**src/tsc_pkg.sv**
```systemverilog
package tsc_pkg;

  // counter width inside the scanner; results carry the low OUT_W bits
  localparam int POS_WIDTH = 32;
  localparam int OUT_W     = 32;

  // output queue
  localparam int QDEPTH = 4;
  localparam int QPTR_W = $clog2(QDEPTH);
  localparam int QCNT_W = $clog2(QDEPTH + 1);

  localparam int TDATA_BITS = 2 + 6 * OUT_W;
  localparam int TDATA_W    = ((TDATA_BITS + 7) / 8) * 8;

  localparam logic [7:0] CH_PLUS  = 8'h2B;
  localparam logic [7:0] CH_SEMI  = 8'h3B;
  localparam logic [7:0] CH_SLASH = 8'h2F;
  localparam logic [7:0] CH_STAR  = 8'h2A;
  localparam logic [7:0] CH_LF    = 8'h0A;
  localparam logic [7:0] CH_CR    = 8'h0D;
  localparam logic [7:0] CH_TAB   = 8'h09;
  localparam logic [7:0] CH_SPACE = 8'h20;
  localparam logic [7:0] CH_ZERO  = 8'h30;
  localparam logic [7:0] CH_NINE  = 8'h39;

  localparam logic [POS_WIDTH-1:0] POS_MAX = '1;

  typedef enum logic [2:0] {
    MODE_NORMAL = 3'd0,
    MODE_LINE   = 3'd1,
    MODE_BLOCK  = 3'd2,
    MODE_CLOSE  = 3'd3,
    MODE_DIGITS = 3'd4
  } mode_t;

  typedef enum logic [1:0] {
    KIND_UNDEF  = 2'd0,
    KIND_PLUS   = 2'd1,
    KIND_SEMI   = 2'd2,
    KIND_DIGITS = 2'd3
  } kind_t;

  typedef struct packed {
    mode_t                mode;
    logic [POS_WIDTH-1:0] line;
    logic [POS_WIDTH-1:0] col;
    logic [POS_WIDTH-1:0] off;
    logic [POS_WIDTH-1:0] lstart;
    logic [POS_WIDTH-1:0] tok_line;
    logic [POS_WIDTH-1:0] tok_col;
    logic [POS_WIDTH-1:0] tok_off;
    logic [POS_WIDTH-1:0] tok_lstart;
  } scan_state_t;

  typedef struct packed {
    kind_t            kind;
    logic [OUT_W-1:0] start_line;
    logic [OUT_W-1:0] start_column;
    logic [OUT_W-1:0] start_offset;
    logic [OUT_W-1:0] start_line_offset;
    logic [OUT_W-1:0] end_column;
    logic [OUT_W-1:0] end_offset;
    logic             final_token;
  } tok_t;

  localparam scan_state_t SCAN_RESET = '{
    mode:       MODE_NORMAL,
    line:       POS_WIDTH'(1),
    col:        POS_WIDTH'(1),
    off:        '0,
    lstart:     '0,
    tok_line:   '0,
    tok_col:    '0,
    tok_off:    '0,
    tok_lstart: '0
  };

  function automatic logic [POS_WIDTH-1:0] sat_inc(input logic [POS_WIDTH-1:0] v);
    return (v == POS_MAX) ? v : v + POS_WIDTH'(1);
  endfunction

  function automatic logic is_digit(input logic [7:0] c);
    return (c >= CH_ZERO) && (c <= CH_NINE);
  endfunction

  function automatic scan_state_t move_on(input scan_state_t s, input logic nl);
    scan_state_t r;
    r = s;
    if (nl) begin
      r.line   = sat_inc(s.line);
      r.col    = '0;
      r.lstart = sat_inc(s.off);
    end
    r.col = sat_inc(r.col);
    r.off = sat_inc(s.off);
    return r;
  endfunction

endpackage

```
**src/source_token_scanner_unit.sv**
```systemverilog
// Output: a token's word is written into the output queue when the byte that closes
//   it is accepted (a token closes when the byte after it arrives).
// Throughput: one byte per cycle while s_tready is high; a final byte can yield two
//   words, which leave a four-entry output queue one per cycle while m_tready is 1.
// Reset (rst, synchronous): scanner back to line 1, column 1, offset 0, no held byte.
module source_token_scanner_unit (
  input  logic                        clk,
  input  logic                        rst,
  input  logic                        s_tvalid,
  output logic                        s_tready,
  input  logic [7:0]                  s_tdata,   // text_byte
  input  logic                        s_tlast,   // end_of_text
  output logic                        m_tvalid,
  input  logic                        m_tready,
  // token_kind[1:0], start_line, start_column, start_offset,
  // start_line_offset, end_column, end_offset (32 each), zero pad
  output logic [tsc_pkg::TDATA_W-1:0] m_tdata,
  output logic                        m_tlast    // final_token
);

  tsc_pkg::scan_state_t st;
  tsc_pkg::scan_state_t st0;
  tsc_pkg::scan_state_t st1;
  logic [7:0]           held_byte;
  logic                 held_valid;
  logic                 stop;
  logic                 acc;
  logic                 emit0;
  logic                 emit1;
  tsc_pkg::tok_t        tok0;
  tsc_pkg::tok_t        tok1;
  tsc_pkg::tok_t        q0;
  tsc_pkg::tok_t        q1;
  tsc_pkg::tok_t        head;
  logic [1:0]           push_n;

  assign acc  = s_tvalid & s_tready;
  assign stop = (s_tdata == 8'd0) | s_tlast;

  tsc_scan u_scan_held (
    .en      (held_valid),
    .st      (st),
    .h       (held_byte),
    .x       (s_tdata),
    .st_next (st0),
    .emit    (emit0),
    .tok     (tok0)
  );

  // last byte of the text (unless it is a NUL) is scanned by a second scanner with no successor
  tsc_scan u_scan_last (
    .en      (stop && s_tdata != 8'd0),
    .st      (st0),
    .h       (s_tdata),
    .x       (8'd0),
    .st_next (st1),
    .emit    (emit1),
    .tok     (tok1)
  );

  always_comb begin
    q0 = emit0 ? tok0 : tok1;
    q1 = tok1;
    q0.final_token = stop & ~(emit0 & emit1);
    q1.final_token = stop;
    push_n = acc ? (2'(emit0) + 2'(emit1)) : 2'd0;
  end

  tsc_out_queue u_queue (
    .clk        (clk),
    .rst        (rst),
    .push_n     (push_n),
    .in0        (q0),
    .in1        (q1),
    .pop_ready  (m_tready),
    .head       (head),
    .head_valid (m_tvalid),
    .room       (s_tready)
  );

  always_ff @(posedge clk) begin
    if (rst) begin
      st         <= tsc_pkg::SCAN_RESET;
      held_byte  <= '0;
      held_valid <= 1'b0;
    end else if (acc) begin
      if (stop) begin
        st         <= tsc_pkg::SCAN_RESET;
        held_byte  <= '0;
        held_valid <= 1'b0;
      end else begin
        st         <= st1;
        held_byte  <= s_tdata;
        held_valid <= 1'b1;
      end
    end
  end

  assign m_tdata = tsc_pkg::TDATA_W'({head.end_offset, head.end_column,
                                      head.start_line_offset, head.start_offset,
                                      head.start_column, head.start_line, head.kind});
  assign m_tlast = head.final_token;

  a_stop_resets: assert property (@(posedge clk) disable iff (rst)
    (acc && stop) |=> (!held_valid && st.mode == tsc_pkg::MODE_NORMAL &&
                       st.line == tsc_pkg::POS_WIDTH'(1)))
    else $error("scanner not back at start after end of text");

  a_hold_byte: assert property (@(posedge clk) disable iff (rst)
    (acc && !stop) |=> (held_valid && held_byte == $past(s_tdata)))
    else $error("lookahead byte not held");

endmodule

```
**src/tsc_scan.sv**
```systemverilog
// Scans one byte h with lookahead x; purely combinational.
module tsc_scan (
  input  logic                 en,
  input  tsc_pkg::scan_state_t st,
  input  logic [7:0]           h,
  input  logic [7:0]           x,
  output tsc_pkg::scan_state_t st_next,
  output logic                 emit,
  output tsc_pkg::tok_t        tok
);

  tsc_pkg::scan_state_t s;
  tsc_pkg::kind_t       kind;
  logic                 normal;
  logic                 emit_c;

  always_comb begin
    s      = st;
    normal = 1'b0;
    emit_c = 1'b0;
    kind   = tsc_pkg::KIND_UNDEF;

    unique case (st.mode)
      tsc_pkg::MODE_LINE: begin
        if (h != tsc_pkg::CH_LF) begin
          s = tsc_pkg::move_on(s, 1'b0);
        end else begin
          s.mode = tsc_pkg::MODE_NORMAL;
          normal = 1'b1;
        end
      end
      tsc_pkg::MODE_BLOCK: begin
        if (h == tsc_pkg::CH_STAR && x == tsc_pkg::CH_SLASH) begin
          s.mode = tsc_pkg::MODE_CLOSE;
        end
        s = tsc_pkg::move_on(s, 1'b0);
      end
      tsc_pkg::MODE_CLOSE: begin
        s.mode = tsc_pkg::MODE_NORMAL;
        s = tsc_pkg::move_on(s, 1'b0);
      end
      tsc_pkg::MODE_DIGITS: begin
        s = tsc_pkg::move_on(s, 1'b0);
        if (!tsc_pkg::is_digit(x)) begin
          s.mode = tsc_pkg::MODE_NORMAL;
          kind   = tsc_pkg::KIND_DIGITS;
          emit_c = 1'b1;
        end
      end
      default: begin
        s.mode = tsc_pkg::MODE_NORMAL;
        normal = 1'b1;
      end
    endcase

    if (normal) begin
      priority if (h == tsc_pkg::CH_SPACE || h == tsc_pkg::CH_TAB ||
                   h == tsc_pkg::CH_CR || h == tsc_pkg::CH_LF) begin
        s = tsc_pkg::move_on(s, h == tsc_pkg::CH_LF);
      end else if (h == tsc_pkg::CH_SLASH && x == tsc_pkg::CH_SLASH) begin
        s.mode = tsc_pkg::MODE_LINE;
        s = tsc_pkg::move_on(s, 1'b0);
      end else if (h == tsc_pkg::CH_SLASH && x == tsc_pkg::CH_STAR) begin
        s.mode = tsc_pkg::MODE_BLOCK;
        s = tsc_pkg::move_on(s, 1'b0);
      end else begin
        s.tok_line   = s.line;
        s.tok_col    = s.col;
        s.tok_off    = s.off;
        s.tok_lstart = s.lstart;
        if (tsc_pkg::is_digit(h) && tsc_pkg::is_digit(x)) begin
          s.mode = tsc_pkg::MODE_DIGITS;
        end else begin
          priority if (h == tsc_pkg::CH_PLUS) begin
            kind = tsc_pkg::KIND_PLUS;
          end else if (h == tsc_pkg::CH_SEMI) begin
            kind = tsc_pkg::KIND_SEMI;
          end else if (tsc_pkg::is_digit(h)) begin
            kind = tsc_pkg::KIND_DIGITS;
          end else begin
            kind = tsc_pkg::KIND_UNDEF;
          end
          emit_c = 1'b1;
        end
        s = tsc_pkg::move_on(s, 1'b0);
      end
    end
  end

  assign st_next = en ? s : st;
  assign emit    = en & emit_c;

  assign tok.kind              = kind;
  assign tok.start_line        = tsc_pkg::OUT_W'(s.tok_line);
  assign tok.start_column      = tsc_pkg::OUT_W'(s.tok_col);
  assign tok.start_offset      = tsc_pkg::OUT_W'(s.tok_off);
  assign tok.start_line_offset = tsc_pkg::OUT_W'(s.tok_lstart);
  assign tok.end_column        = tsc_pkg::OUT_W'(s.col);
  assign tok.end_offset        = tsc_pkg::OUT_W'(s.off);
  assign tok.final_token       = 1'b0;

endmodule

```
**src/tsc_out_queue.sv**
```systemverilog
// Small result queue: takes up to two words a cycle, hands out one.
module tsc_out_queue (
  input  logic          clk,
  input  logic          rst,
  input  logic [1:0]    push_n,
  input  tsc_pkg::tok_t in0,
  input  tsc_pkg::tok_t in1,
  input  logic          pop_ready,
  output tsc_pkg::tok_t head,
  output logic          head_valid,
  output logic          room
);

  tsc_pkg::tok_t             mem [tsc_pkg::QDEPTH];
  logic [tsc_pkg::QPTR_W-1:0] wr;
  logic [tsc_pkg::QPTR_W-1:0] rd;
  logic [tsc_pkg::QCNT_W-1:0] count;
  logic                       pop;

  assign head_valid = (count != '0);
  assign pop        = head_valid & pop_ready;
  assign head       = mem[rd];
  // two free entries, so a final byte with two tokens always fits
  assign room       = (count <= tsc_pkg::QCNT_W'(tsc_pkg::QDEPTH - 2));

  always_ff @(posedge clk) begin
    if (push_n != 2'd0) begin
      mem[wr] <= in0;
    end
    if (push_n == 2'd2) begin
      mem[wr + tsc_pkg::QPTR_W'(1)] <= in1;
    end
    if (rst) begin
      wr    <= '0;
      rd    <= '0;
      count <= '0;
    end else begin
      wr    <= wr + tsc_pkg::QPTR_W'(push_n);
      rd    <= rd + tsc_pkg::QPTR_W'(pop);
      count <= count + tsc_pkg::QCNT_W'(push_n) - tsc_pkg::QCNT_W'(pop);
    end
  end

  a_count_bound: assert property (@(posedge clk) disable iff (rst)
    count <= tsc_pkg::QCNT_W'(tsc_pkg::QDEPTH))
    else $error("queue count beyond depth");

  a_count_track: assert property (@(posedge clk) disable iff (rst)
    (push_n != 2'd0 && !pop) |=>
      count == $past(count) + tsc_pkg::QCNT_W'($past(push_n)))
    else $error("queue count lost a push");

endmodule
```
**config.mk**
```make
export PLATFORM = sky130hd
export DESIGN_NAME = source_token_scanner_unit
export DESIGN_NICKNAME = d
export VERILOG_FILES = /design/src/tsc_pkg.sv /design/src/source_token_scanner_unit.sv /design/src/tsc_scan.sv /design/src/tsc_out_queue.sv
export SDC_FILE = /design/constraint.sdc
export NUM_CORES = 2
export LEC_CHECK = 0
export BUFFER_PORTS_ARGS = -buffer_cell sky130_fd_sc_hd__buf_2
export CORE_UTILIZATION = 35
export CTS_CLUSTER_SIZE = 16
export DETAILED_ROUTE_END_ITERATION = 8
export PLACE_DENSITY = 0.61
export SYNTH_ARGS = -nofsm -noshare
export SYNTH_HDL_FRONTEND = slang
export SYNTH_SLANG_ARGS = --single-unit
```
**constraint.sdc**
```tcl
create_clock -name clk -period 23.3 [get_ports clk]
set_input_delay 3.495 -clock clk [delete_from_list [all_inputs] [get_ports clk]]
set_output_delay 3.495 -clock clk [all_outputs]
set_load 0.005 [all_outputs]
```
==> run_results.csv <==
group,metric,value,unit
die,fp.coreArea,191000,µm²
critical_path,worst_setup_path_start_kind,"flop",
sta,fmaxAchievable,78.3,MHz
power_and_ir_drop,leakage,24.1,nW
critical_path,r2r_end,"u_queue.mem[3][2]",
run,maxCapViolations,1,
die,boundaryPins,216,
power_and_ir_drop,internal_power,3.67,mW
cells_and_area,finish.net_count,7371,
yosys,netlist_instances,7448,
power_and_ir_drop,switching_share,33.1,%
sta,tightestPinTransition,1.48,ns
cells_and_area,area_delta_synth_final,10.4,%
power_and_ir_drop,power.switching,1.82,mW
critical_path,timing_worst_setup_path_type,"flop to flop",
critical_path,cpMaxStageDelayCell,"nor4_1",
die,floorplan.initialDensity,35.3,%
power_and_ir_drop,p_seq_share,40.0,%
min_path,holdCritPathClass,"flop to flop",
clock_tree,post_cts_hold_buffer_count,0,
die,die-width,441,µm
routing,drt_iter0_markers,8359,
critical_path,timing.reg2reg.worst_path_depth,30,
global_route,grt_pass1_vias,57500,
cells_and_area,drive_gt1_share,13.9,%
global_route,grt_overflow,0,
clock_tree,tritoncts.num_buffers,111,
sta,hold_viol,0,
power_and_ir_drop,pwr-share-comb,26.8,%
placed_design,gp_routability_congestion,1.07,
routing,wl_per_cell,30.0,µm
yosys,ys_seq_area_share,42.9,%
critical_path,timing.critical_path.fanout_max,13,
placed_design,port-buffer-count,209,
power_and_ir_drop,share_clk_of_total_power,33.2,%
sta,slew_headroom,0.490,%
cells_and_area,layout.area.seq,28900,µm²
critical_path,cp-end-kind,"flop",
global_route,initial_antenna_violation_count,16,
yosys,avg_cell_area_syn,9.04,µm²
sta,finalCriticalPeriod,12.78,ns
sta,maxSlewViolCount,0,
yosys,synth_seq_cells,1055,
sta,rsz_0062_raised_after_global_routing,"false",
yosys,number_of_library_cell_types_mapped_by_synthesis,138,
status,outcome,"finished with violations",
routing,drt-total-wl,299000,µm
yosys,synth.yosys.warnings,0,
sta,setup_viol,0,
critical_path,setup.worst_path.start,"st[160]",
die,die-height,441,µm
clock_tree,cts.root.buffer_cell,"clkbuf_16",
global_route,grtUsageTotal,29.8,%
die,fp.dieArea,194000,µm²
global_route,grt_max_degree,183,
yosys,synth-edff-count,780,
routing,vias,62900,
clock_tree,clkSinkCount,1055,
routing,drtPass1Iterations,7,
sta,period_share,54.8,%
clock_tree,cts.clk_slew.worst_paths,0.07,ns
yosys,most_used_flip_flop_cell_after_synthesis,"edfxtp_1",
critical_path,setup.reg_to_reg.worst_slack,10.52,ns
critical_path,worstPathArrival,13.23,ns
status,failing_checks,"capacitance limit",
cells_and_area,multiInputGateArea,35900,µm²
yosys,synthesis.area,67400,µm²
power_and_ir_drop,power-per-cell-area,73.8,nW/µm²
clock_tree,cts_htree_levels,3,
sta,post-route-worst-setup-slack,10.52,ns
global_route,grt_first_pass_wirelength,424000,µm
routing,drtAntennaViolNets,0,
clock_tree,cts_resized,0,
clock_tree,tritoncts,"done",
placed_design,detailed_place_hpwl,211000,µm
cells_and_area,fill_cells,18900,
die,std_cell_rows,160,
yosys,ys_async_rst_share,0,%
critical_path,slowest_delay,0.94,ns
clock_tree,clk-insertion-delay-late,0.78,ns
clock_tree,maximum_number_of_buffers_from_clock_root_to_sink,3,
critical_path,worstPathRequired,23.75,ns
sta,finClkSkew,0.0441,ns
clock_tree,postCtsSetupBuffers,0,
routing,route.detailed.drc,0,
critical_path,worstReg2RegStart,"st[160]",
power_and_ir_drop,irDropWorstVdd,0.0000552,V
placed_design,preCtsSetupSlack,10.62,ns
routing,route.detailed.vias_per_inst,6.32,
sta,setup_tns,0,ns
critical_path,worst_setup_path_endpoint,"u_queue.mem[3][2]",
-- sequential cells by signal, indices dropped and copies added (netlist names) --
name / cells
st: 259
u_queue.wr: 2
u_queue.mem: 780
held_byte: 8
held_valid: 1
u_queue.rd: 2
u_queue.count: 3
-- power by group through the flow --
stage / clock network (mW) / logic, mW / registers, mW
6_report: 1.82 / 1.47 / 2.20
5_1_grt: 1.91 / 1.54 / 2.21
4_1_cts: 1.84 / 1.47 / 2.20
3_5_place_dp: 0 / 1.47 / 2.24
3_3_place_gp: 0 / 1.46 / 2.23
2_1_floorplan: 0 / 0.833 / 2.25
-- Yosys cell counts, types with 68 or more instances --
cell type  number  area share (%)
nand2_1      1150             6.4
nor2_1        936             5.2
edfxtp_1      780              35
o21ai_0       622             4.6
a21oi_1       558             4.1
clkbuf_1      465             2.6
dfxtp_1       275             8.2
a22oi_1       218             2.4
mux4_2        195             6.5
nand3_1       163             1.2
nor3_1        149             1.1
xnor2_1       141             1.8
mux2i_1       137             2.0
nand4_1        88            0.82
nor4_1         81            0.75
xor2_1         73            0.95
a31oi_1        70            0.65
o21ai_1        68            0.51
-- stage by stage --
stage	cells	hold WS (ns)	total power [mW]	utilization, %	instance area, µm²
floorplan	7453	0.467	3.08	-	67400
global placement	9736	0.488	3.69	37.1	70700
detailed placement	9737	0.497	3.70	37.1	70700
CTS	9948	0.508	5.51	39.0	74300
global route	9948	0.542	5.65	39.0	74300
finish	9959	0.510	5.49	39.0	74400
-- how the worst min path moves through the flow --
stage,end,slack (ns),startpoint,cells after the start
after CTS,held_byte[0],0.51,held_byte[0],2
after global routing,st[73],0.54,st[73],2
after global placement,st[69],0.49,st[69],2
after floorplan,held_byte[0],0.47,held_byte[0],2
final,held_byte[0],0.51,held_byte[0],2
after detailed placement,held_byte[0],0.50,held_byte[0],2
-- layout make-up --
| cell class | count | area share, % |
|---|---|---|
| Multi-Input combinational cell | 5724 | 48.3 |
| Clock buffer | 150 | 4.12 |
| Sequential cell | 1055 | 38.9 |
| Tap cell | 2511 | 4.22 |
| Clock inverter | 61 | 0.784 |
| Timing Repair Buffer | 396 | 3.35 |
| Inverter | 51 | 0.257 |
| Antenna cell | 11 | 0.0370 |
-- cells in the final DEF (no fill, tap or decap), drive strengths merged, types with 24 or more instances in the layout --
| master | synthesis | final |
|---|---|---|
| nand2 | 1154 | 1154 |
| nor2 | 941 | 941 |
| edfxtp | 780 | 780 |
| o21ai | 693 | 693 |
| a21oi | 561 | 561 |
| buf | 154 | 396 |
| dfxtp | 275 | 275 |
| a22oi | 218 | 218 |
| mux4 | 195 | 195 |
| nand3 | 169 | 169 |
| nor3 | 158 | 158 |
| clkbuf | 469 | 150 |
| xnor2 | 144 | 144 |
| mux2i | 137 | 137 |
| nor4 | 99 | 99 |
| nand4 | 93 | 93 |
| xor2 | 75 | 75 |
| a31oi | 74 | 74 |
| a211oi | 72 | 72 |
| and3 | 64 | 64 |
| and2 | 58 | 58 |
| or3 | 55 | 55 |
| inv | 50 | 54 |
| o22ai | 48 | 48 |
| a221oi | 45 | 45 |
| o31ai | 44 | 44 |
| clkinv | 1 | 44 |
| or2 | 40 | 40 |
| and4 | 36 | 36 |
| o211ai | 34 | 34 |
| mux2 | 33 | 33 |
| or4 | 32 | 32 |
| a31o | 26 | 26 |
| a2111oi | 24 | 24 |
-- worst max-delay path: cells and delay by family (launching register included) --
family / cells / cell delay, ns
buffers and inverters: 5 / 0.87
muxes: 1 / 0.72
DFF: 1 / 0.64
and+or+nand+nor: 12 / 5.33
AOI/OAI and AO/OA: 8 / 3.51
adders and majority gates: 3 / 1.00
xor gates and xnor gates: 1 / 0.36
-- cell families after synthesis --
family                     after synthesis  share of synthesized area, %
AOI/OAI and AO/OA                     2110                          20.0
xor gates and xnor gates               219                          2.90
buffers and inverters                  674                          4.10
DFF                                   1055                          42.9
adders and majority gates               19                         0.364
other                                    1                       0.00557
and+or+nand+nor                       3005                          20.6
muxes                                  365                          9.11
-- per-layer routing --
layer	share of wire (%)	up-vias	wire length (µm)	global-route usage, %
met2	44	3603	131000	45.0
met5	0.021	-	63	0
met1	41	31100	122000	40.7
met4	5.6	8	16800	15.4
met3	9.8	640	29300	5.60
li1	-	27600	-	-
No activity file was read; power rests on OpenSTA's default activity.
